File: src/rtl/srsw_pkg.sv
// ----------------------------------------------------------------------------
// srsw_pkg: shared types and constants of the selective-repeat sender window
// Event and result codes, register indexes, port widths and the command and
// status records between the controller and the datapath.
// ----------------------------------------------------------------------------
package srsw_pkg;

	localparam int RESULT_LIMIT = 32;
	localparam int SEQ_W        = 16;
	localparam int WIN_W        = 6;
	localparam int CFG_ADDR_W   = 2;
	localparam int CFG_DATA_W   = 16;
	localparam int IN_DATA_W    = 24;
	localparam int OUT_DATA_W   = 40;
	localparam int USER_W       = 2;

	localparam logic [CFG_ADDR_W-1:0] CFG_WIN_LEN       = 2'd0;
	localparam logic [CFG_ADDR_W-1:0] CFG_TOTAL_PACKETS = 2'd1;
	localparam logic [CFG_ADDR_W-1:0] CFG_TIMEOUT_TICKS = 2'd2;

	localparam logic [WIN_W-1:0]      WINDOW_RESET  = 6'd8;
	localparam logic [SEQ_W-1:0]      TOTAL_RESET   = 16'd0;
	localparam logic [SEQ_W-1:0]      TIMEOUT_RESET = 16'd100;

	typedef enum logic [1:0] {
		FUNC_START = 2'd0,
		FUNC_SEND  = 2'd1,
		FUNC_ACK   = 2'd2,
		FUNC_TICK  = 2'd3
	} func_t;

	typedef enum logic [1:0] {
		KIND_NONE = 2'd0,
		KIND_NEW  = 2'd1,
		KIND_RETX = 2'd2,
		KIND_DONE = 2'd3
	} kind_t;

	typedef struct packed {
		logic load_in;
		logic clear;
		logic send;
		logic mark;
		logic slide_first;
		logic slide_step;
		logic slide_end;
		logic tick;
		logic walk_init;
		logic walk_adv;
		logic walk_take;
		logic walk_emit_take;
		logic walk_final;
		logic emit_idle;
	} ctrl_cmd_t;

	typedef struct packed {
		func_t func;
		logic  done;
		logic  send_ok;
		logic  ack_ok;
		logic  ack_in_win;
		logic  ack_is_base;
		logic  timer_on;
		logic  expire;
		logic  slide_more;
		logic  walk_at_end;
		logic  walk_acked;
		logic  pend_valid;
		logic  out_free;
	} dp_status_t;

endpackage

File: src/rtl/selective_repeat_sender_window.sv
// ----------------------------------------------------------------------------
// selective_repeat_sender_window: sender side of a selective-repeat window
// Issues new and retransmitted sequence numbers for control events and
// slides the window base over acknowledged slots.
//
//   Channel   Direction  Beat contents
//   s_*       in         tuser: func; tdata: ack_seq, ack_good
//   m_*       out        tuser: kind; tdata: seq, final_chunk, window_base; tlast
//   cfg_*     in         register writes: win_len, total_packets, timeout_ticks
//
// A new packet goes from the evaluation state straight to the output register;
// any other event with a single plain result passes through the emit state. An
// acknowledgement of the base slides the base on over further acknowledged
// slots. A timeout walks the window one slot per cycle unless a stalled output
// holds it. Reset clears the window state and loads register defaults. A stalled
// output holds the controller; at most one event is in flight.
// ----------------------------------------------------------------------------
module selective_repeat_sender_window #(
	parameter int MAX_WINDOW = 32
) (
	input  logic                                 clk,
	input  logic                                 arst_n,
	input  logic                                 s_tvalid,
	output logic                                 s_tready,
	input  logic [srsw_pkg::IN_DATA_W-1:0]       s_tdata,   // ack_seq[15:0], ack_good[16]
	input  logic [srsw_pkg::USER_W-1:0]          s_tuser,   // func[1:0]
	output logic                                 m_tvalid,
	input  logic                                 m_tready,
	output logic [srsw_pkg::OUT_DATA_W-1:0]      m_tdata,   // seq[15:0], final_chunk[16],
	                                                        // window_base[32:17]
	output logic [srsw_pkg::USER_W-1:0]          m_tuser,   // kind[1:0]
	output logic                                 m_tlast,
	input  logic                                 cfg_we,
	input  logic [srsw_pkg::CFG_ADDR_W-1:0]      cfg_addr,
	input  logic [srsw_pkg::CFG_DATA_W-1:0]      cfg_wdata
);
	import srsw_pkg::*;

	ctrl_cmd_t         cmd;
	dp_status_t        sts;
	logic [1:0]        out_kind;
	logic [SEQ_W-1:0]  out_seq;
	logic              out_final;
	logic [SEQ_W-1:0]  out_base;

	srsw_ctrl u_ctrl (
		.clk      (clk),
		.arst_n   (arst_n),
		.in_valid (s_tvalid),
		.in_ready (s_tready),
		.sts      (sts),
		.cmd      (cmd)
	);

	srsw_dp #(
		.MAX_WINDOW (MAX_WINDOW)
	) u_dp (
		.clk         (clk),
		.arst_n      (arst_n),
		.cmd         (cmd),
		.sts         (sts),
		.in_func     (s_tuser[1:0]),
		.in_ack_seq  (s_tdata[SEQ_W-1:0]),
		.in_ack_good (s_tdata[SEQ_W]),
		.cfg_we      (cfg_we),
		.cfg_addr    (cfg_addr),
		.cfg_wdata   (cfg_wdata),
		.out_ready   (m_tready),
		.out_valid   (m_tvalid),
		.out_kind    (out_kind),
		.out_seq     (out_seq),
		.out_final   (out_final),
		.out_base    (out_base),
		.out_last    (m_tlast)
	);

	assign m_tuser = out_kind;
	assign m_tdata = {(OUT_DATA_W - 2 * SEQ_W - 1)'(0), out_base, out_final, out_seq};

endmodule

File: src/rtl/srsw_ctrl.sv
// ----------------------------------------------------------------------------
// srsw_ctrl: sequencing controller of the sender window
// Takes one event at a time, decides its handling from datapath status, steps
// the base slide and retransmission walk one slot per cycle unless stalled.
// ----------------------------------------------------------------------------
module srsw_ctrl (
	input  logic                   clk,
	input  logic                   arst_n,
	input  logic                   in_valid,
	output logic                   in_ready,
	input  srsw_pkg::dp_status_t   sts,
	output srsw_pkg::ctrl_cmd_t    cmd
);
	import srsw_pkg::*;

	typedef enum logic [2:0] {
		ST_IDLE,
		ST_EVAL,
		ST_SLIDE,
		ST_WALK,
		ST_EMIT
	} state_t;

	state_t state_q;
	state_t state_d;

	always_ff @(posedge clk or negedge arst_n) begin
		if (!arst_n) begin
			state_q <= ST_IDLE;
		end else begin
			state_q <= state_d;
		end
	end

	always_comb begin
		cmd      = '0;
		state_d  = state_q;
		in_ready = (state_q == ST_IDLE);
		unique case (state_q)
			ST_IDLE: begin
				if (in_valid) begin
					cmd.load_in = 1'b1;
					state_d     = ST_EVAL;
				end
			end
			ST_EVAL: begin
				priority if (sts.func == FUNC_START) begin
					cmd.clear = 1'b1;
					state_d   = ST_EMIT;
				end else if (sts.done) begin
					state_d = ST_EMIT;
				end else begin
					unique case (sts.func)
						FUNC_SEND: begin
							if (!sts.send_ok) begin
								state_d = ST_EMIT;
							end else if (sts.out_free) begin
								cmd.send = 1'b1;
								state_d  = ST_IDLE;
							end
						end
						FUNC_ACK: begin
							priority if (sts.ack_ok && sts.ack_in_win) begin
								cmd.mark = 1'b1;
								state_d  = ST_EMIT;
							end else if (sts.ack_ok && sts.ack_is_base) begin
								cmd.slide_first = 1'b1;
								state_d         = ST_SLIDE;
							end else begin
								state_d = ST_EMIT;
							end
						end
						FUNC_TICK: begin
							priority if (!sts.timer_on) begin
								state_d = ST_EMIT;
							end else if (!sts.expire) begin
								cmd.tick = 1'b1;
								state_d  = ST_EMIT;
							end else begin
								cmd.walk_init = 1'b1;
								state_d       = ST_WALK;
							end
						end
						default: begin
							state_d = ST_EMIT;
						end
					endcase
				end
			end
			ST_SLIDE: begin
				if (sts.slide_more) begin
					cmd.slide_step = 1'b1;
				end else begin
					cmd.slide_end = 1'b1;
					state_d       = ST_EMIT;
				end
			end
			ST_WALK: begin
				priority if (sts.walk_at_end) begin
					if (!sts.pend_valid) begin
						state_d = ST_EMIT;
					end else if (sts.out_free) begin
						cmd.walk_final = 1'b1;
						state_d        = ST_IDLE;
					end
				end else if (sts.walk_acked) begin
					cmd.walk_adv = 1'b1;
				end else if (!sts.pend_valid) begin
					cmd.walk_take = 1'b1;
				end else begin
					if (sts.out_free) begin
						cmd.walk_emit_take = 1'b1;
					end
				end
			end
			ST_EMIT: begin
				if (sts.out_free) begin
					cmd.emit_idle = 1'b1;
					state_d       = ST_IDLE;
				end
			end
			default: begin
				state_d = ST_IDLE;
			end
		endcase
	end

endmodule

File: src/rtl/srsw_dp.sv
// ----------------------------------------------------------------------------
// srsw_dp: datapath of the sender window
// Holds the registers, the window state, the acknowledged bitmap, the walk
// cursor and the output register, and reports status to the controller.
// ----------------------------------------------------------------------------
module srsw_dp #(
	parameter int MAX_WINDOW = 32
) (
	input  logic                             clk,
	input  logic                             arst_n,
	input  srsw_pkg::ctrl_cmd_t              cmd,
	output srsw_pkg::dp_status_t             sts,
	input  logic [1:0]                       in_func,
	input  logic [srsw_pkg::SEQ_W-1:0]       in_ack_seq,
	input  logic                             in_ack_good,
	input  logic                             cfg_we,
	input  logic [srsw_pkg::CFG_ADDR_W-1:0]  cfg_addr,
	input  logic [srsw_pkg::CFG_DATA_W-1:0]  cfg_wdata,
	input  logic                             out_ready,
	output logic                             out_valid,
	output logic [1:0]                       out_kind,
	output logic [srsw_pkg::SEQ_W-1:0]       out_seq,
	output logic                             out_final,
	output logic [srsw_pkg::SEQ_W-1:0]       out_base,
	output logic                             out_last
);
	import srsw_pkg::*;

	localparam int SLOT_W  = $clog2(MAX_WINDOW);
	localparam int EFF_MAX = (MAX_WINDOW < RESULT_LIMIT) ? MAX_WINDOW : RESULT_LIMIT;
	localparam logic [WIN_W-1:0]  EFF_MAX_W = WIN_W'(EFF_MAX);
	localparam logic [SLOT_W-1:0] SLOT_LAST = SLOT_W'(MAX_WINDOW - 1);
	localparam logic [SLOT_W:0]   SLOT_WRAP = (SLOT_W + 1)'(MAX_WINDOW);

	logic [WIN_W-1:0]      win_q;
	logic [SEQ_W-1:0]      total_q;
	logic [SEQ_W-1:0]      tmo_q;

	func_t                 func_q;
	logic [SEQ_W-1:0]      ack_q;
	logic                  good_q;

	logic [SEQ_W-1:0]      base_q;
	logic [SLOT_W-1:0]     base_slot_q;
	logic [SEQ_W-1:0]      next_q;
	logic [SEQ_W-1:0]      elapsed_q;
	logic                  timer_q;
	logic [MAX_WINDOW-1:0] acked_q;

	logic [SEQ_W-1:0]      lim_q;
	logic [SEQ_W-1:0]      cur_q;
	logic [SLOT_W-1:0]     cur_slot_q;
	logic [SEQ_W-1:0]      pend_q;
	logic                  pend_valid_q;

	logic                  out_valid_q;
	kind_t                 out_kind_q;
	logic [SEQ_W-1:0]      out_seq_q;
	logic                  out_final_q;
	logic [SEQ_W-1:0]      out_base_q;
	logic                  out_last_q;

	logic [WIN_W-1:0]      eff_win;
	logic [SEQ_W:0]        base_plus_w;
	logic [SEQ_W-1:0]      span_end;
	logic [SEQ_W-1:0]      ack_off;
	logic [SLOT_W:0]       ack_slot_sum;
	logic [SLOT_W-1:0]     ack_slot;
	logic [SLOT_W-1:0]     base_slot_inc;
	logic [SLOT_W-1:0]     cur_slot_inc;
	logic [SEQ_W-1:0]      elapsed_inc;
	logic [SEQ_W-1:0]      tmo_lim;
	logic                  out_free;
	logic                  emit;
	logic [SEQ_W:0]        next_plus1;
	logic [SEQ_W:0]        pend_plus1;

	always_comb begin
		priority if (win_q == '0) begin
			eff_win = WIN_W'(1);
		end else if (win_q > EFF_MAX_W) begin
			eff_win = EFF_MAX_W;
		end else begin
			eff_win = win_q;
		end
	end

	assign base_plus_w   = {1'b0, base_q} + (SEQ_W + 1)'(eff_win);
	assign span_end      = (base_plus_w < {1'b0, total_q}) ? base_plus_w[SEQ_W-1:0] : total_q;
	assign ack_off       = ack_q - base_q;
	assign ack_slot_sum  = {1'b0, base_slot_q} + {1'b0, ack_off[SLOT_W-1:0]};
	assign ack_slot      = (ack_slot_sum >= SLOT_WRAP) ? SLOT_W'(ack_slot_sum - SLOT_WRAP)
	                                                   : ack_slot_sum[SLOT_W-1:0];
	assign base_slot_inc = (base_slot_q == SLOT_LAST) ? '0 : base_slot_q + SLOT_W'(1);
	assign cur_slot_inc  = (cur_slot_q == SLOT_LAST) ? '0 : cur_slot_q + SLOT_W'(1);
	assign elapsed_inc   = (elapsed_q == '1) ? elapsed_q : elapsed_q + SEQ_W'(1);
	assign tmo_lim       = (tmo_q == '0) ? SEQ_W'(1) : tmo_q;
	assign out_free      = !out_valid_q || out_ready;
	assign next_plus1    = {1'b0, next_q} + (SEQ_W + 1)'(1);
	assign pend_plus1    = {1'b0, pend_q} + (SEQ_W + 1)'(1);
	assign emit          = cmd.send || cmd.walk_emit_take || cmd.walk_final || cmd.emit_idle;

	always_comb begin
		sts             = '0;
		sts.func        = func_q;
		sts.done        = (base_q >= total_q);
		sts.send_ok     = (next_q >= base_q) && (next_q < span_end);
		sts.ack_ok      = good_q && (ack_q < total_q);
		sts.ack_in_win  = (ack_q > base_q) && ({1'b0, ack_q} < base_plus_w);
		sts.ack_is_base = (ack_q == base_q);
		sts.timer_on    = timer_q;
		sts.expire      = (elapsed_inc >= tmo_lim);
		sts.slide_more  = (base_q < lim_q) && acked_q[base_slot_q];
		sts.walk_at_end = (cur_q >= lim_q);
		sts.walk_acked  = acked_q[cur_slot_q];
		sts.pend_valid  = pend_valid_q;
		sts.out_free    = out_free;
	end

	always_ff @(posedge clk or negedge arst_n) begin
		if (!arst_n) begin
			win_q   <= WINDOW_RESET;
			total_q <= TOTAL_RESET;
			tmo_q   <= TIMEOUT_RESET;
		end else if (cfg_we) begin
			unique case (cfg_addr)
				CFG_WIN_LEN:       win_q   <= cfg_wdata[WIN_W-1:0];
				CFG_TOTAL_PACKETS: total_q <= cfg_wdata;
				CFG_TIMEOUT_TICKS: tmo_q   <= cfg_wdata;
				default: ;
			endcase
		end
	end

	always_ff @(posedge clk) begin
		if (cmd.load_in) begin
			func_q <= func_t'(in_func);
			ack_q  <= in_ack_seq;
			good_q <= in_ack_good;
		end
		if (cmd.slide_first || cmd.walk_init) begin
			lim_q <= span_end;
		end
		if (cmd.walk_init) begin
			cur_q      <= base_q;
			cur_slot_q <= base_slot_q;
		end else if (cmd.walk_adv || cmd.walk_take || cmd.walk_emit_take) begin
			cur_q      <= cur_q + SEQ_W'(1);
			cur_slot_q <= cur_slot_inc;
		end
		if (cmd.walk_take || cmd.walk_emit_take) begin
			pend_q <= cur_q;
		end
		if (emit) begin
			out_base_q <= base_q;
			priority if (cmd.send) begin
				out_kind_q  <= KIND_NEW;
				out_seq_q   <= next_q;
				out_final_q <= (total_q != '0) && (next_plus1 == {1'b0, total_q});
				out_last_q  <= 1'b1;
			end else if (cmd.walk_emit_take || cmd.walk_final) begin
				out_kind_q  <= KIND_RETX;
				out_seq_q   <= pend_q;
				out_final_q <= (total_q != '0) && (pend_plus1 == {1'b0, total_q});
				out_last_q  <= cmd.walk_final;
			end else begin
				out_kind_q  <= (base_q >= total_q) ? KIND_DONE : KIND_NONE;
				out_seq_q   <= '0;
				out_final_q <= 1'b0;
				out_last_q  <= 1'b1;
			end
		end
	end

	always_ff @(posedge clk or negedge arst_n) begin
		if (!arst_n) begin
			base_q       <= '0;
			base_slot_q  <= '0;
			next_q       <= '0;
			elapsed_q    <= '0;
			timer_q      <= 1'b0;
			acked_q      <= '0;
			pend_valid_q <= 1'b0;
			out_valid_q  <= 1'b0;
		end else begin
			if (cmd.clear) begin
				base_q      <= '0;
				base_slot_q <= '0;
				next_q      <= '0;
				elapsed_q   <= '0;
				timer_q     <= 1'b0;
				acked_q     <= '0;
			end
			if (cmd.mark) begin
				acked_q[ack_slot] <= 1'b1;
			end
			if (cmd.slide_first || cmd.slide_step) begin
				acked_q[base_slot_q] <= 1'b0;
				base_q               <= base_q + SEQ_W'(1);
				base_slot_q          <= base_slot_inc;
			end
			if (cmd.slide_end) begin
				if (next_q < base_q) begin
					next_q <= base_q;
				end
				elapsed_q <= '0;
				timer_q   <= 1'b1;
			end
			if (cmd.send) begin
				next_q <= next_plus1[SEQ_W-1:0];
				if (!timer_q) begin
					timer_q   <= 1'b1;
					elapsed_q <= '0;
				end
			end
			if (cmd.tick) begin
				elapsed_q <= elapsed_inc;
			end
			if (cmd.walk_init) begin
				elapsed_q    <= '0;
				pend_valid_q <= 1'b0;
			end else if (cmd.walk_take || cmd.walk_emit_take) begin
				pend_valid_q <= 1'b1;
			end
			if (emit) begin
				out_valid_q <= 1'b1;
			end else if (out_ready) begin
				out_valid_q <= 1'b0;
			end
		end
	end

	assign out_valid = out_valid_q;
	assign out_kind  = out_kind_q;
	assign out_seq   = out_seq_q;
	assign out_final = out_final_q;
	assign out_base  = out_base_q;
	assign out_last  = out_last_q;

endmodule

File: config.mk
export PLATFORM = sky130hd
export DESIGN_NAME = selective_repeat_sender_window
export DESIGN_NICKNAME = d
export VERILOG_FILES = /design/src/rtl/srsw_pkg.sv /design/src/rtl/selective_repeat_sender_window.sv /design/src/rtl/srsw_ctrl.sv /design/src/rtl/srsw_dp.sv
export SDC_FILE = /design/constraint.sdc
export NUM_CORES = 1
export LEC_CHECK = 0
export CORE_MARGIN = 3
export CORE_UTILIZATION = 48
export DETAILED_ROUTE_END_ITERATION = 8
export DONT_BUFFER_PORTS = 1
export PLACE_DENSITY = 0.72
export SYNTH_ARGS = -nofsm -noshare
export SYNTH_HDL_FRONTEND = slang
export SYNTH_SLANG_ARGS = --single-unit
export TNS_END_PERCENT = 100
File: constraint.sdc
create_clock -name clk -period 8.95 [get_ports clk]
set_input_delay 0 -clock clk [delete_from_list [all_inputs] [get_ports clk]]
set_output_delay 0 -clock clk [all_outputs]
set_load 0.02 [all_outputs]
# After elaboration in Yosys (flattened, before gate mapping)
# Index checks and enable logic that the tools add are counted.
totals:
  inputBits: 49
  output_inout_bits: 45
  ff_bits: 237
op_classes:
  n_bitwise: 4
  muxes: 96
  n_eq_ne: 18
  reduce_logical: 36
  add_sub_neg: 11
  n_lt_le_gt_ge: 18
ops:
  columns: ["cell", "n"]
  rows:
  - ["$mux W16", 19]
  - ["$mux W32", 3]
  - ["$ge A16 B16 Y1", 4]
  - ["$lt A16 B16 Y1", 4]
  - ["$add A16 B1 Y16 const B", 3]
  - ["$mux W3", 15]
  - ["$mux W5", 7]
  - ["$add A16 B1 Y17 const B", 2]
  - ["$eq A17 B16 Y1", 2]
  - ["$and A32 B32 Y32", 1]
  - ["$mux W1", 32]
  - ["$not A32 Y32", 1]
  - ["$or A32 B32 Y32", 1]
  - ["$mux W2", 10]
  - ["$lt A5 B6 Y1 const B", 3]
  - ["$add A16 B6 Y17", 1]
  - ["$lt A16 B17 Y1", 1]
  - ["$lt A17 B16 Y1", 1]
  - ["$eq A16 B16 Y1", 1]
  - ["$eq A16 B16 Y1 const B", 1]
  - ["$gt A16 B16 Y1", 1]
  - ["$logic_not A16 Y1", 1]
  - ["$reduce_bool A16 Y1", 1]
  - ["$pmux W3 S5", 1]
  - ["other kinds (30)", 67]

# Longest topological paths before layout
# Gate-level depths: netlist of the first run.
logic_depth:
  ltp_word: 19
  depth_mapped: 34
  mapped_depth_nobuf: 32

# By module
# A second synthesis of the first run with hierarchy kept.
unflattened:
  cells_unflattened: 1648
  hier_area_um2: 16624.7
modules_own_cells:
  columns: ["module", "cells_per_inst", "instances", "area_each_um2"]
  rows:
  - ["srsw_dp", 1581, 1, 16113.0]
  - ["srsw_ctrl", 58, 1, 447.9]
  - ["selective_repeat_sender_window", 9, 1, 63.8]

# Worst setup path before layout of the first run
# Ideal clock, no wire load.
synth_timing:
  kind: "reg-to-reg"
  from: "reg u_dp.win_q[3]"
  to: "reg u_dp.out_base_q[0], in the netlist u_dp.out_base[0], enable pin"
  stages_incl_launch_ff: 31
  slack_ns: 1.605
  t_arrival_ns: 6.944
  setup_ns: 0.401
  path_buffers: 2
  cell_sequence: "dfstp_2 nor4_1 nor2_1 nor2_1 ha_1 fa_1 a211oi_1 o21bai_1 a21oi_1 nor2_1 nand3_1 xnor2_1 ha_1 a21oi_1 o21ai_0 a2111oi_0 a21oi_1 o21ai_0 nand3b_1 clkbuf_1 mux2i_1 ha_1 a21oi_1 nor2_1 a211oi_1 o21ai_0 nor4b_1 nand3_1 nand2_2 buf_6 a311o_1"
synth_between:
  elab_chain_cells: 16
  elab_cells_between_ends: 17
  cone_classes: "add/sub (1); order compare (3); mux (8); reduce/logical (5)"
synth_rtl:
  columns: ["item", "line_no", "rtl"]
  rows:
  - ["start: declaration", "srsw_dp.sv:35", "logic [WIN_W-1:0] win_q;"]
  - ["start signal: assignment", "srsw_dp.sv:127", "CFG_WIN_LEN: win_q <= cfg_wdata[WIN_W-1:0];"]
  - ["$gt A6 B6 Y1", "srsw_dp.sv:81", "end else if (win_q > EFF_MAX_W) begin"]
  - ["$mux W6", "srsw_dp.sv:81", null]
  - ["$mux W6 (*)", "srsw_dp.sv:79", "priority if (win_q == '0) begin"]
  - ["$add A16 B6 Y17 (*)", "srsw_dp.sv:88", "assign base_plus_w = {1'b0, base_q} + (SEQ_W + 1)'(eff_win);"]
  - ["$lt A17 B16 Y1", "srsw_dp.sv:89", "assign span_end = (base_plus_w < {1'b0, total_q}) ? base_plus_w[SEQ_W-1:0] : total_q;"]
  - ["$mux W16 (*)", "srsw_dp.sv:89", null]
  - ["$lt A16 B16 Y1 (*)", "srsw_dp.sv:107", "sts.send_ok = (next_q >= base_q) && (next_q < span_end);"]
  - ["$logic_and A1 B1 Y1 (*)", "srsw_dp.sv:107", null]
  - ["$mux W1 (*)", "srsw_ctrl.sv:55", "if (!sts.send_ok) begin"]
  - ["$mux W1 (*)", "srsw_ctrl.sv:53", "unique case (sts.func)"]
  - ["$mux W3 (*)", "srsw_ctrl.sv:50", "end else if (sts.done) begin"]
  - ["$mux W3 (*)", "srsw_ctrl.sv:47", "priority if (sts.func == FUNC_START) begin"]
  - ["$mux W4 (*)", "srsw_ctrl.sv:39", "unique case (state_q)"]
  - ["$logic_or A1 B1 Y1 (*) (3 in a row)", "srsw_dp.sv:101", "assign emit = cmd.send || cmd.walk_emit_take || cmd.walk_final || cmd.emit_idle;"]
  - ["net u_dp.emit", "srsw_dp.sv:74", "logic emit;"]
  - ["end signal: assignment", "srsw_dp.sv:155", "out_base_q <= base_q;"]
  - ["end: declaration", "srsw_dp.sv:60", "logic [SEQ_W-1:0] out_base_q;"]
# Mark *: on every way through the listed nets, which the timed path passes. The rest lies on a longest branch.
# A chain may end at the register's enable or synchronous reset.

# Worst setup path in the final report of the first run
layout_timing:
  from: "reg u_dp.win_q[5]"
  to: "reg u_dp.elapsed_q[7]"
layout_between:
  elab_chain_cells: 16
  elab_cells_between_ends: 17
  cone_classes: "add/sub (1); order compare (3); mux (11); reduce/logical (2)"
layout_rtl:
  columns: ["item", "line_no", "rtl"]
  rows:
  - ["$gt A6 B6 Y1", "srsw_dp.sv:81", null]
  - ["$mux W6", "srsw_dp.sv:81", null]
  - ["$mux W6 (*)", "srsw_dp.sv:79", null]
  - ["$add A16 B6 Y17 (*)", "srsw_dp.sv:88", null]
  - ["$lt A17 B16 Y1", "srsw_dp.sv:89", null]
  - ["$mux W16 (*)", "srsw_dp.sv:89", null]
  - ["$lt A16 B16 Y1 (*)", "srsw_dp.sv:107", null]
  - ["$logic_and A1 B1 Y1 (*)", "srsw_dp.sv:107", null]
  - ["$mux W1 (*)", "srsw_ctrl.sv:55", null]
  - ["$mux W1 (*)", "srsw_ctrl.sv:53", null]
  - ["$mux W3 (*)", "srsw_ctrl.sv:50", null]
  - ["$mux W3 (*)", "srsw_ctrl.sv:47", null]
  - ["$mux W4 (*)", "srsw_ctrl.sv:39", null]
  - ["$mux W16 (*)", "srsw_dp.sv:209", "if (cmd.send) begin"]
  - ["$mux W16 (*)", "srsw_dp.sv:216", "if (cmd.tick) begin"]
  - ["$mux W16 (*)", "srsw_dp.sv:219", "if (cmd.walk_init) begin"]
  - ["end signal: assignment", "srsw_dp.sv:217", "elapsed_q <= elapsed_inc;"]
  - ["end: declaration", "srsw_dp.sv:46", "logic [SEQ_W-1:0] elapsed_q;"]
# Every way passes the cells marked *; elsewhere a longest branch is shown, timed or not.

==> results of run 1 <==
## placed cells by master, fill, tap and decap left out, types with 10 or more instances in the layout
| cell | count |
|---|---|
| a2111oi_0 | 10 |
| nand4_1 | 40 |
| nand3_1 | 61 |
| edfxtp_1 | 108 |
| dlygate4sd3_1 | 41 |
| and3_1 | 22 |
| nand3b_1 | 14 |
| a21oi_1 | 105 |
| dfrtp_1 | 125 |
| o21a_1 | 11 |
| mux2_2 | 48 |
| a32o_1 | 45 |
| xnor2_1 | 65 |
| nand2b_1 | 16 |
| inv_1 | 115 |
| nor4_1 | 14 |
| o21ai_0 | 87 |
| mux2i_1 | 15 |
| and2_1 | 18 |
| buf_4 | 18 |
| clkbuf_16 | 29 |
| nor3_1 | 28 |
| xor2_1 | 26 |
| nor2b_1 | 20 |
| a21o_1 | 35 |
| ha_1 | 177 |
| nor3b_1 | 13 |
| nor2_1 | 98 |
| mux4_2 | 18 |
| nand2_1 | 177 |
| a22o_1 | 19 |
## sequential cells by signal, summed over array words and instances (netlist names), 2 cells and up
name	flops
u_dp.ack_q	16
u_dp.base_q	16
u_dp.tmo_q	16
u_dp.func_q	2
u_dp.base_slot_q	5
u_dp.out_kind	2
u_dp.cur_slot_q	5
u_dp.elapsed_q	16
u_dp.acked_q	32
u_dp.lim_q	16
u_dp.next_q	16
u_ctrl.state_q	3
u_dp.pend_q	16
u_dp.cur_q	16
u_dp.win_q	6
u_dp.total_q	16
u_dp.out_base	16
u_dp.out_seq	16
## how the worst max path moves through the flow
| stage | startpoint | to | slack (ns) | cells past startpoint |
|---|---|---|---|---|
| floorplan | u_dp.win_q[3]$_DFFE_PN1P_ | u_dp.out_base[0]$_DFFE_PP_ | 1.61 | 30 |
| global placement | u_dp.win_q[5]$_DFFE_PN0P_ | u_dp.elapsed_q[14]$_DFF_PN0_ | 0.92 | 29 |
| detailed placement | u_dp.win_q[5]$_DFFE_PN0P_ | u_dp.elapsed_q[7]$_DFF_PN0_ | 0.64 | 29 |
| CTS | u_dp.win_q[5]$_DFFE_PN0P_ | u_dp.elapsed_q[7]$_DFF_PN0_ | 0.57 | 29 |
| global route | u_dp.win_q[5]$_DFFE_PN0P_ | u_dp.elapsed_q[7]$_DFF_PN0_ | 0.52 | 30 |
| finish | u_dp.win_q[5]$_DFFE_PN0P_ | u_dp.elapsed_q[7]$_DFF_PN0_ | 1.09 | 30 |
## power by group
part | leakage (nW) | internal (mW) | total (mW) | switching, mW
clock network | 0.456 | 0.677 | 1.15 | 0.468
registers | 2.68 | 1.31 | 1.60 | 0.291
logic | 4.88 | 0.480 | 1.14 | 0.659
## area by class of cell
type,instances,area [um2]
clock buffers,43,848
clock inverters,9,72.6
fillers,3012,16100
inverters,115,432
multi-input cells,1318,9730
flip-flops and latches,237,6480
well taps,455,569
repair buffers,60,573
## cells by family after synthesis
logic type / after synthesis
AOI/OAI and AO/OA: 390
xor gates and xnor gates: 91
adders and majority gates: 180
buffers and inverters: 203
DFF: 237
muxes: 84
other: 1
and+or+nand+nor: 566
## through the flow
stage / utilization / setup WS [ns]
detailed placement: 0.497 / 0.644
floorplan: - / 1.61
global placement: 0.497 / 0.924
global route: 0.537 / 0.518
CTS: 0.536 / 0.573
finish: 0.537 / 1.09
## cell usage after synthesis (all sizes together) (4+ instances only)
library cell	n	area share
nand4	40	0.015
a22oi	6	0.0032
nor4	14	0.0051
a211oi	9	0.0040
a21oi	105	0.031
clkbuf	45	0.010
nor3b	13	0.0057
o21bai	6	0.0026
nand3b	14	0.0062
xor2	26	0.013
xnor2	65	0.033
nor2	100	0.022
nor3	29	0.0088
and2	19	0.0070
mux2i	15	0.0088
or3	9	0.0033
o31ai	7	0.0039
a2111oi	11	0.0060
nand2	179	0.040
o21ai	91	0.027
nor2b	20	0.0073
or2	11	0.0040
mux4	18	0.024
a21o	35	0.015
o211ai	8	0.0038
buf	42	0.018
a22o	19	0.0097
and3	22	0.0081
edfxtp	108	0.19
inv	115	0.025
nand3	63	0.019
dfrtp	125	0.18
mux2	51	0.034
a31oi	8	0.0029
and4	5	0.0026
a32o	45	0.026
dfstp	4	0.0062
o31a	6	0.0031
ha	177	0.13
nand2b	17	0.0064
o21a	11	0.0048
## timing repair
item | CTS | global route
setup buffers | 0 | 4
hold buffers | 42 | 0
hold endpoints to repair | 190 | 0
endpoints found under the setup margin | 0 | 38
gates resized for setup | 0 | 1
## worst max-delay path, delay by kind of cell (launching register included)
family          cells  cell delay (ns)
compound gates     12             2.81
mux                 1             0.25
flops               1             0.46
xor+xnor            1             0.43
buf+inv             2             0.70
simple gates       11             2.16
fa+ha+maj           3             0.90
## routing by layer
layer  wire [um]  part of all wire  GRT usage  up-vias
li1            -                 -          -     6432
met1       21200              0.43      0.353     6686
met2       21600              0.44      0.398      586
met3        4110             0.084     0.0520      121
met4        2080             0.042      0.100        0
met5           0                 0          0        -
==> results.ini, run 1 <==
[placement]
gp_congestion=0.942
dp_cells=2139
io_buffers=0
placed_cell_area_mm2=0.0173
dp_hpwl_um=36100

[die]
die_height_um=195
io-pin-count=94
rows=68
coreArea_mm2=0.0348
dieArea_mm2=0.0379
die_w_um=195
start_util=0.491

[route]
vias_per_cell=6.18
drtPass1Iterations=6
route.vias.total=13800
wl_per_cell_um=21.9
first_iter_violations=1450
drc_errors=0
wirelength_um=49000
drtAntennaViolNets=0

[power_and_ir_drop]
p_leak_nw=8.02
ir_drop_v=0.000161
power.total_mw=3.89
power.density_mw_per_mm2=208

[global_route]
grt_max_degree=130
grt_pass1_wl_um=76800
grt-ovfl-total=0
track_usage=0.256
grt_pass1_vias=13600
antenna_found_initial=0

[synth]
ys_seq_area_frac=0.379
synthXorXnorAreaFrac=0.0466
postSynthCellCount=1752
synth_compound_gate_area_share=0.155
synth.distinct_cells=83
synth_edf_count=108
synth_top_family_by_area=simple AND/OR/NAND/NOR gates
synthAdderAreaFrac=0.133
postSynthAreaPerCell_um2=9.75
async_flop_share=0.544
synth_warnings=0
synth_seq_cells=237
synth-simple-area-share=0.165
syn-cell-area_mm2=0.0171
synthFlopType=dfrtp_1
muxShareOfSynthArea=0.0668

[clocking]
cts.sinks=237
numCtsBuffers=28
cts_max_level=1
cts_root_buf=clkbuf_16
worstSkewPairLatency_ns=0.56
clk_pin_slew_worst_paths_ns=0.06
cts_tree=done
cts.path.max_buffers=3

[setup_path]
cp.arrival_ns=8.30
timing.rr.end=u_dp.elapsed_q[7]$_DFF_PN0_
crit_path_end_kind=flip-flop
timing.rr.start=u_dp.win_q[5]$_DFFE_PN0P_
path_class=flip-flop to flip-flop
cpPeakStageDelay_ns=0.64
r2r_slack_ns=1.09
crit_fanout=48
required_ns=9.40
crit_slowest_cell=nor4b_1
r2r.worst_path.cells=30
start_kind=flip-flop

[min_path]
hold_depth=1
hp-class=input port to flip-flop
min_delay_worst_endpoint=u_dp.ack_q[3]$_DFFE_PP_
hold_start=s_tdata[3]

[sta]
finalCritPeriodShare=0.878
timing.final.crit_period_ns=7.86
max_freq_mhz=127
hold_viol=0
skew_ns=0.0122
finalMaxSlewViolations=0
finalSetupViolCount=0
hold_ws_ns=0.0617
tns_ns=0
worst_slew_pin_slew_ns=1.19
slew_headroom=0.209
rsz0062_at_grt=false

[layout]
syn2layout_area_growth_pct=9.43
num_antenna_cells=0
final_nets=1989
drive_gt1_frac=0.0920
final_cells=2237
design_area_mm2=0.0187

[run]
drv_cap=0

[outcome]
status=completed

No activity file was read; power rests on OpenSTA's default activity.
==> run 2: changes to the inputs <==
--- a/config.mk
+++ b/config.mk
@@ -10,6 +10,8 @@
 export DETAILED_ROUTE_END_ITERATION = 8
 export DONT_BUFFER_PORTS = 1
 export PLACE_DENSITY = 0.72
+export REMOVE_ABC_BUFFERS = 1
+export SKIP_LAST_GASP = 1
 export SYNTH_ARGS = -nofsm -noshare
 export SYNTH_HDL_FRONTEND = slang
 export SYNTH_SLANG_ARGS = --single-unit
==> results.ini, run 2 (synthesis gave the netlist of run 1 again) <==
[route]
wl_per_cell_um=22.9
vias_per_cell=6.27
wirelength_um=51200
route.vias.total=14000
first_iter_violations=1659
drtAntennaViolNets=0
drc_errors=0
drtPass1Iterations=6

[placement]
gp_congestion=0.951
placed_cell_area_mm2=0.0173
io_buffers=0
dp_hpwl_um=37200
dp_cells=2140

[sta]
hold_ws_ns=0.0692
finalSetupViolCount=0
rsz0062_at_grt=false
worst_slew_pin_slew_ns=1.21
hold_viol=0
finalCritPeriodShare=0.893
max_freq_mhz=125
slew_headroom=0.192
skew_ns=0.0192
tns_ns=0
finalMaxSlewViolations=0
timing.final.crit_period_ns=7.99

[clocking]
numCtsBuffers=27
cts.sinks=237
cts_resized=0
worstSkewPairLatency_ns=0.56
cts_tree=done
cts.path.max_buffers=3
clk_pin_slew_worst_paths_ns=0.06
holdBufCountCts=43
cts_setup_buffers=0
cts_root_buf=clkbuf_16
cts_max_level=1

[die]
die_w_um=195
rows=68
die_height_um=195
dieArea_mm2=0.0379
start_util=0.491
io-pin-count=94
coreArea_mm2=0.0348

[layout]
final_cells=2233
layout.cells.most_common_list=nand2_1 (177), ha_1 (177), dfrtp_1 (125)
final_nets=1986
design_area_mm2=0.0187
num_antenna_cells=0
largest_reg_flops=32
regMostFlops=u_dp.acked_q
drive_gt1_frac=0.0906
syn2layout_area_growth_pct=9.36

[min_path]
hold_start=s_tdata[4]
hp-class=input port to flip-flop

[outcome]
status=completed

[setup_path]
startpoint=u_dp.win_q[3]$_DFFE_PN1P_
cpPeakStageDelay_ns=0.68
timing.rr.start=u_dp.win_q[3]$_DFFE_PN1P_
cp.arrival_ns=8.23
crit_slowest_cell=o21ai_0
crit_fanout=29
crit_path_end_kind=flip-flop
path_class=flip-flop to flip-flop
cp_common_cell=a21oi_1
required_ns=9.19
start_kind=flip-flop

[global_route]
grt_pass1_vias=13700
grt_max_degree=130
track_usage=0.264
grt-ovfl-total=0
antenna_found_initial=0
grt_pass1_wl_um=79100

[power_and_ir_drop]
ir_drop_v=0.000169
power.total_mw=3.88
p_leak_nw=8.00
power.density_mw_per_mm2=208

[run]
drv_cap=0

==> run 2: cell count changes in the layout (fill, tap and decap cells not counted) <==
cell           before  now
clkinv_1            1    0
a21oi_1           105  104
dlygate4sd3_1      41   42
buf_12              0    1
o21ai_0            87   88
a21oi_2             0    1
clkbuf_8            7    6
clkinv_2            5    4
buf_4              18   14
clkbuf_16          29   30
inv_6               0    2
bufinv_16           1    0
inv_4               1    0
o21ai_1             2    1
==> run 2: area by class of cell <==
| cell class | count | area [um2] |
|---|---|---|
| clock inverters | 7 | 45.0 |
| repair buffers | 58 | 573 |
| flip-flops and latches | 237 | 6480 |
| clock buffers | 43 | 860 |
| multi-input cells | 1318 | 9730 |
| well taps | 455 | 569 |
| inverters | 115 | 432 |
| fillers | 3053 | 16100 |
==> run 2: stage by stage <==
step | util | worst slack, ns
floorplan | - | 0.899
global placement | 0.498 | 1.18
detailed placement | 0.498 | 1.07
CTS | 0.537 | 0.979
global route | 0.537 | 0.143
finish | 0.537 | 0.956
==> run 2: path summary, 6_finish.rpt <==
| path | end | slack (ns) | cells after the start |
|---|---|---|---|
| hold / removal | u_dp.ack_q[4]$_DFFE_PP_ | 0.07 | 1 |
| max in group asynchronous | u_dp.base_q[11]$_DFFE_PN0P_ | 8.34 | 2 |
| hold reg to reg | u_dp.tmo_q[3]$_DFFE_PN0P_ | 0.54 | 1 |
| min in group asynchronous | u_dp.tmo_q[3]$_DFFE_PN0P_ | 0.08 | 2 |
| setup reg to reg | u_dp.out_seq[1]$_DFFE_PP_ | 0.96 | 31 |
| setup / recovery | u_dp.out_seq[1]$_DFFE_PP_ | 0.96 | 31 |
==> run 2: critical path: cells and delay by family (launching register included) <==
family          cells  cell delay (ns)
buf+inv             2             0.44
compound gates     13             3.18
mux                 1             0.23
xor+xnor            1             0.35
fa+ha+maj           3             0.80
flops               1             0.54
simple gates       11             2.07
==> run 2: power by group <==
group          internal (mW)  switching (mW)  leakage [nW]
logic                  0.488           0.669          4.87
registers               1.31           0.297          2.68
clock network          0.659           0.459         0.446
==> run 2: per-layer routing <==
metal  track usage  vias to the layer above  share of wire
met5             0                        -              0
li1              -                     6428              -
met1         0.362                     6884           0.43
met2         0.427                      567           0.47
met3        0.0478                      113          0.075
met4        0.0846                        0          0.034
==> run 3: changes to the inputs <==
--- a/config.mk
+++ b/config.mk
@@ -5,6 +5,7 @@
 export SDC_FILE = /design/constraint.sdc
 export NUM_CORES = 1
 export LEC_CHECK = 0
+export ABC_AREA = 1
 export CORE_MARGIN = 3
 export CORE_UTILIZATION = 48
 export DETAILED_ROUTE_END_ITERATION = 8
==> constraint.sdc (replaced) <==
create_clock -name clk -period 7.7 [get_ports clk]
set_input_delay 0 -clock clk [delete_from_list [all_inputs] [get_ports clk]]
set_output_delay 0 -clock clk [all_outputs]
set_load 0.02 [all_outputs]
==> results.ini, run 3 <==
[setup_path]
path_class=flip-flop to flip-flop
crit_path_end_kind=flip-flop
required_ns=7.89
cpPeakStageDelay_ns=0.55
crit_slowest_cell=dfstp_2
crit_fanout=36
start_kind=flip-flop
cp_common_cell=nand2_1
cp.arrival_ns=6.89

[layout]
final_cells=2562
drive_gt1_frac=0.0454
design_area_mm2=0.0186
syn2layout_area_growth_pct=11.3
num_antenna_cells=0
regMostFlops=u_dp.acked_q
layout_commonest_cell=nand2_1
largest_reg_flops=32
layout.cells.most_common_list=nand2_1 (362), inv_1 (308), ha_1 (177)
final_nets=2321

[placement]
gp_congestion=0.951
dp_cells=2466
placed_cell_area_mm2=0.0171
dp_hpwl_um=35900
io_buffers=0

[synth]
netlist.area_leader.share=0.194
synth_seq_cells=237
synth_edf_count=108
postSynthCellCount=2065
async_flop_share=0.544
synth_area_leader_cell=edfxtp_1
synthTopCellsByCount=nand2_1 (363), inv_1 (308), ha_1 (177)
syn-cell-area_mm2=0.0167
synth.distinct_cells=61
synthFlopType=dfrtp_1
synth_warnings=0
synth_top_cells_by_area=edfxtp_1 (19%), dfrtp_1 (19%), ha_1 (13%)
ys_seq_area_frac=0.388
yosysMostFrequentCell=nand2_1
postSynthAreaPerCell_um2=8.09

[power_and_ir_drop]
p_leak_nw=8.51
ir_drop_v=0.000232
power.density_mw_per_mm2=254
power.total_mw=4.71

[sta]
finalSetupViolCount=0
skew_ns=0.0249
timing.final.crit_period_ns=6.71
finalMaxSlewViolations=0
slew_headroom=0.178
rsz0062_at_grt=false
tns_ns=0
hold_viol=0
worst_slew_pin_slew_ns=1.23
max_freq_mhz=149
hold_ws_ns=0.0572
finalCritPeriodShare=0.871

[run]
drv_cap=0

[clocking]
worstSkewPairLatency_ns=0.57
clk_pin_slew_worst_paths_ns=0.07
numCtsBuffers=28
cts_tree=done
cts_root_buf=clkbuf_16
cts.path.max_buffers=3
cts.sinks=237
cts_setup_buffers=0
cts_max_level=1

[global_route]
grt_pass1_wl_um=76700
grt_max_degree=130
grt_pass1_vias=14300
track_usage=0.262
grt-ovfl-total=0
antenna_found_initial=0

[die]
die_height_um=193
dieArea_mm2=0.0371
coreArea_mm2=0.0340
io-pin-count=94
rows=67
start_util=0.492
die_w_um=193

[route]
drc_errors=0
drtPass1Iterations=6
vias_per_cell=5.75
wirelength_um=48300
drtAntennaViolNets=0
wl_per_cell_um=18.8
route.vias.total=14700
first_iter_violations=1511

[min_path]
hp-class=input port to asynchronous set/reset pin

[outcome]
status=completed

## run 3: final timing paths
path	from	endpoint	slack [ns]	depth (start not counted)
min reg2reg	u_dp.total_q[4]$_DFFE_PN0P_	u_dp.total_q[4]$_DFFE_PN0P_	0.49	2
max	u_dp.win_q[3]$_DFFE_PN1P_	u_dp.out_seq[2]$_DFFE_PP_	0.99	37
min	arst_n	u_dp.acked_q[28]$_DFF_PN0_	0.06	2
max reg2reg	u_dp.win_q[3]$_DFFE_PN1P_	u_dp.out_seq[2]$_DFFE_PP_	0.99	37
min in group clk	s_tdata[3]	u_dp.ack_q[3]$_DFFE_PP_	0.06	1
max in group asynchronous	arst_n	u_dp.base_slot_q[0]$_DFFE_PN0P_	7.11	2
## run 3: metrics by stage
step                       util  worst slack (ns)
after floorplan               -             0.958
after global placement    0.503              1.09
after detailed placement  0.503             0.944
after CTS                 0.547             0.859
after global routing      0.547             0.314
final                     0.547             0.992
## run 3: kinds of logic (layout without fill, tap and decap cells)
kind of cell / count (synthesis) / in the layout / share of synthesized area
buffers and inverters: 380 / 423 / 0.0900
AND/OR/NAND/NOR: 758 / 758 / 0.201
adder cells (fa/ha/maj): 180 / 180 / 0.136
other: 1 / 7 / 0.000224
XOR/XNOR: 81 / 81 / 0.0425
AO/OA/AOI/OAI: 428 / 428 / 0.143
flip-flops: 237 / 237 / 0.388
## run 3: power by group
group | total [mW] | internal, mW | switching [mW]
registers | 1.81 | 1.55 | 0.255
logic | 1.40 | 0.461 | 0.934
clock network | 1.51 | 0.936 | 0.572
total | 4.71 | 2.95 | 1.76
## run 3: repair_timing
item                                    CTS  global route
endpoints found under the setup margin    0            26
endpoints found under the hold margin   209             0
resized for setup                         0             1
hold buffers                             44             0
## run 3: critical path: cells and delay by family (launching register included)
| kind | cells | cell delay [ns] |
|---|---|---|
| adder cells (fa/ha/maj) | 3 | 0.85 |
| buffers and inverters | 5 | 0.74 |
| AND/OR/NAND/NOR | 19 | 2.10 |
| XOR/XNOR | 1 | 0.28 |
| flip-flops | 1 | 0.55 |
| AO/OA/AOI/OAI | 9 | 1.77 |
## run 3: final cells by class
class                           instances  area (um2)
Fill cell                            3145       15400
Multi-Input combinational cell       1454        8760
Sequential cell                       237        6480
Inverter                              316        1190
Clock buffer                           37         838
Tap cell                              448         561
Timing Repair Buffer                   55         541
Clock inverter                         15         224
## run 3: per-layer routing
layer  share of wire  wire length (um)  up-vias  global-route usage
met5               0                 0        -                   0
li1                -                 -     7048                   -
met1            0.44             21300     7001               0.364
met4           0.031              1520        0              0.0835
met3           0.070              3390      104              0.0307
met2            0.46             22100      590               0.428
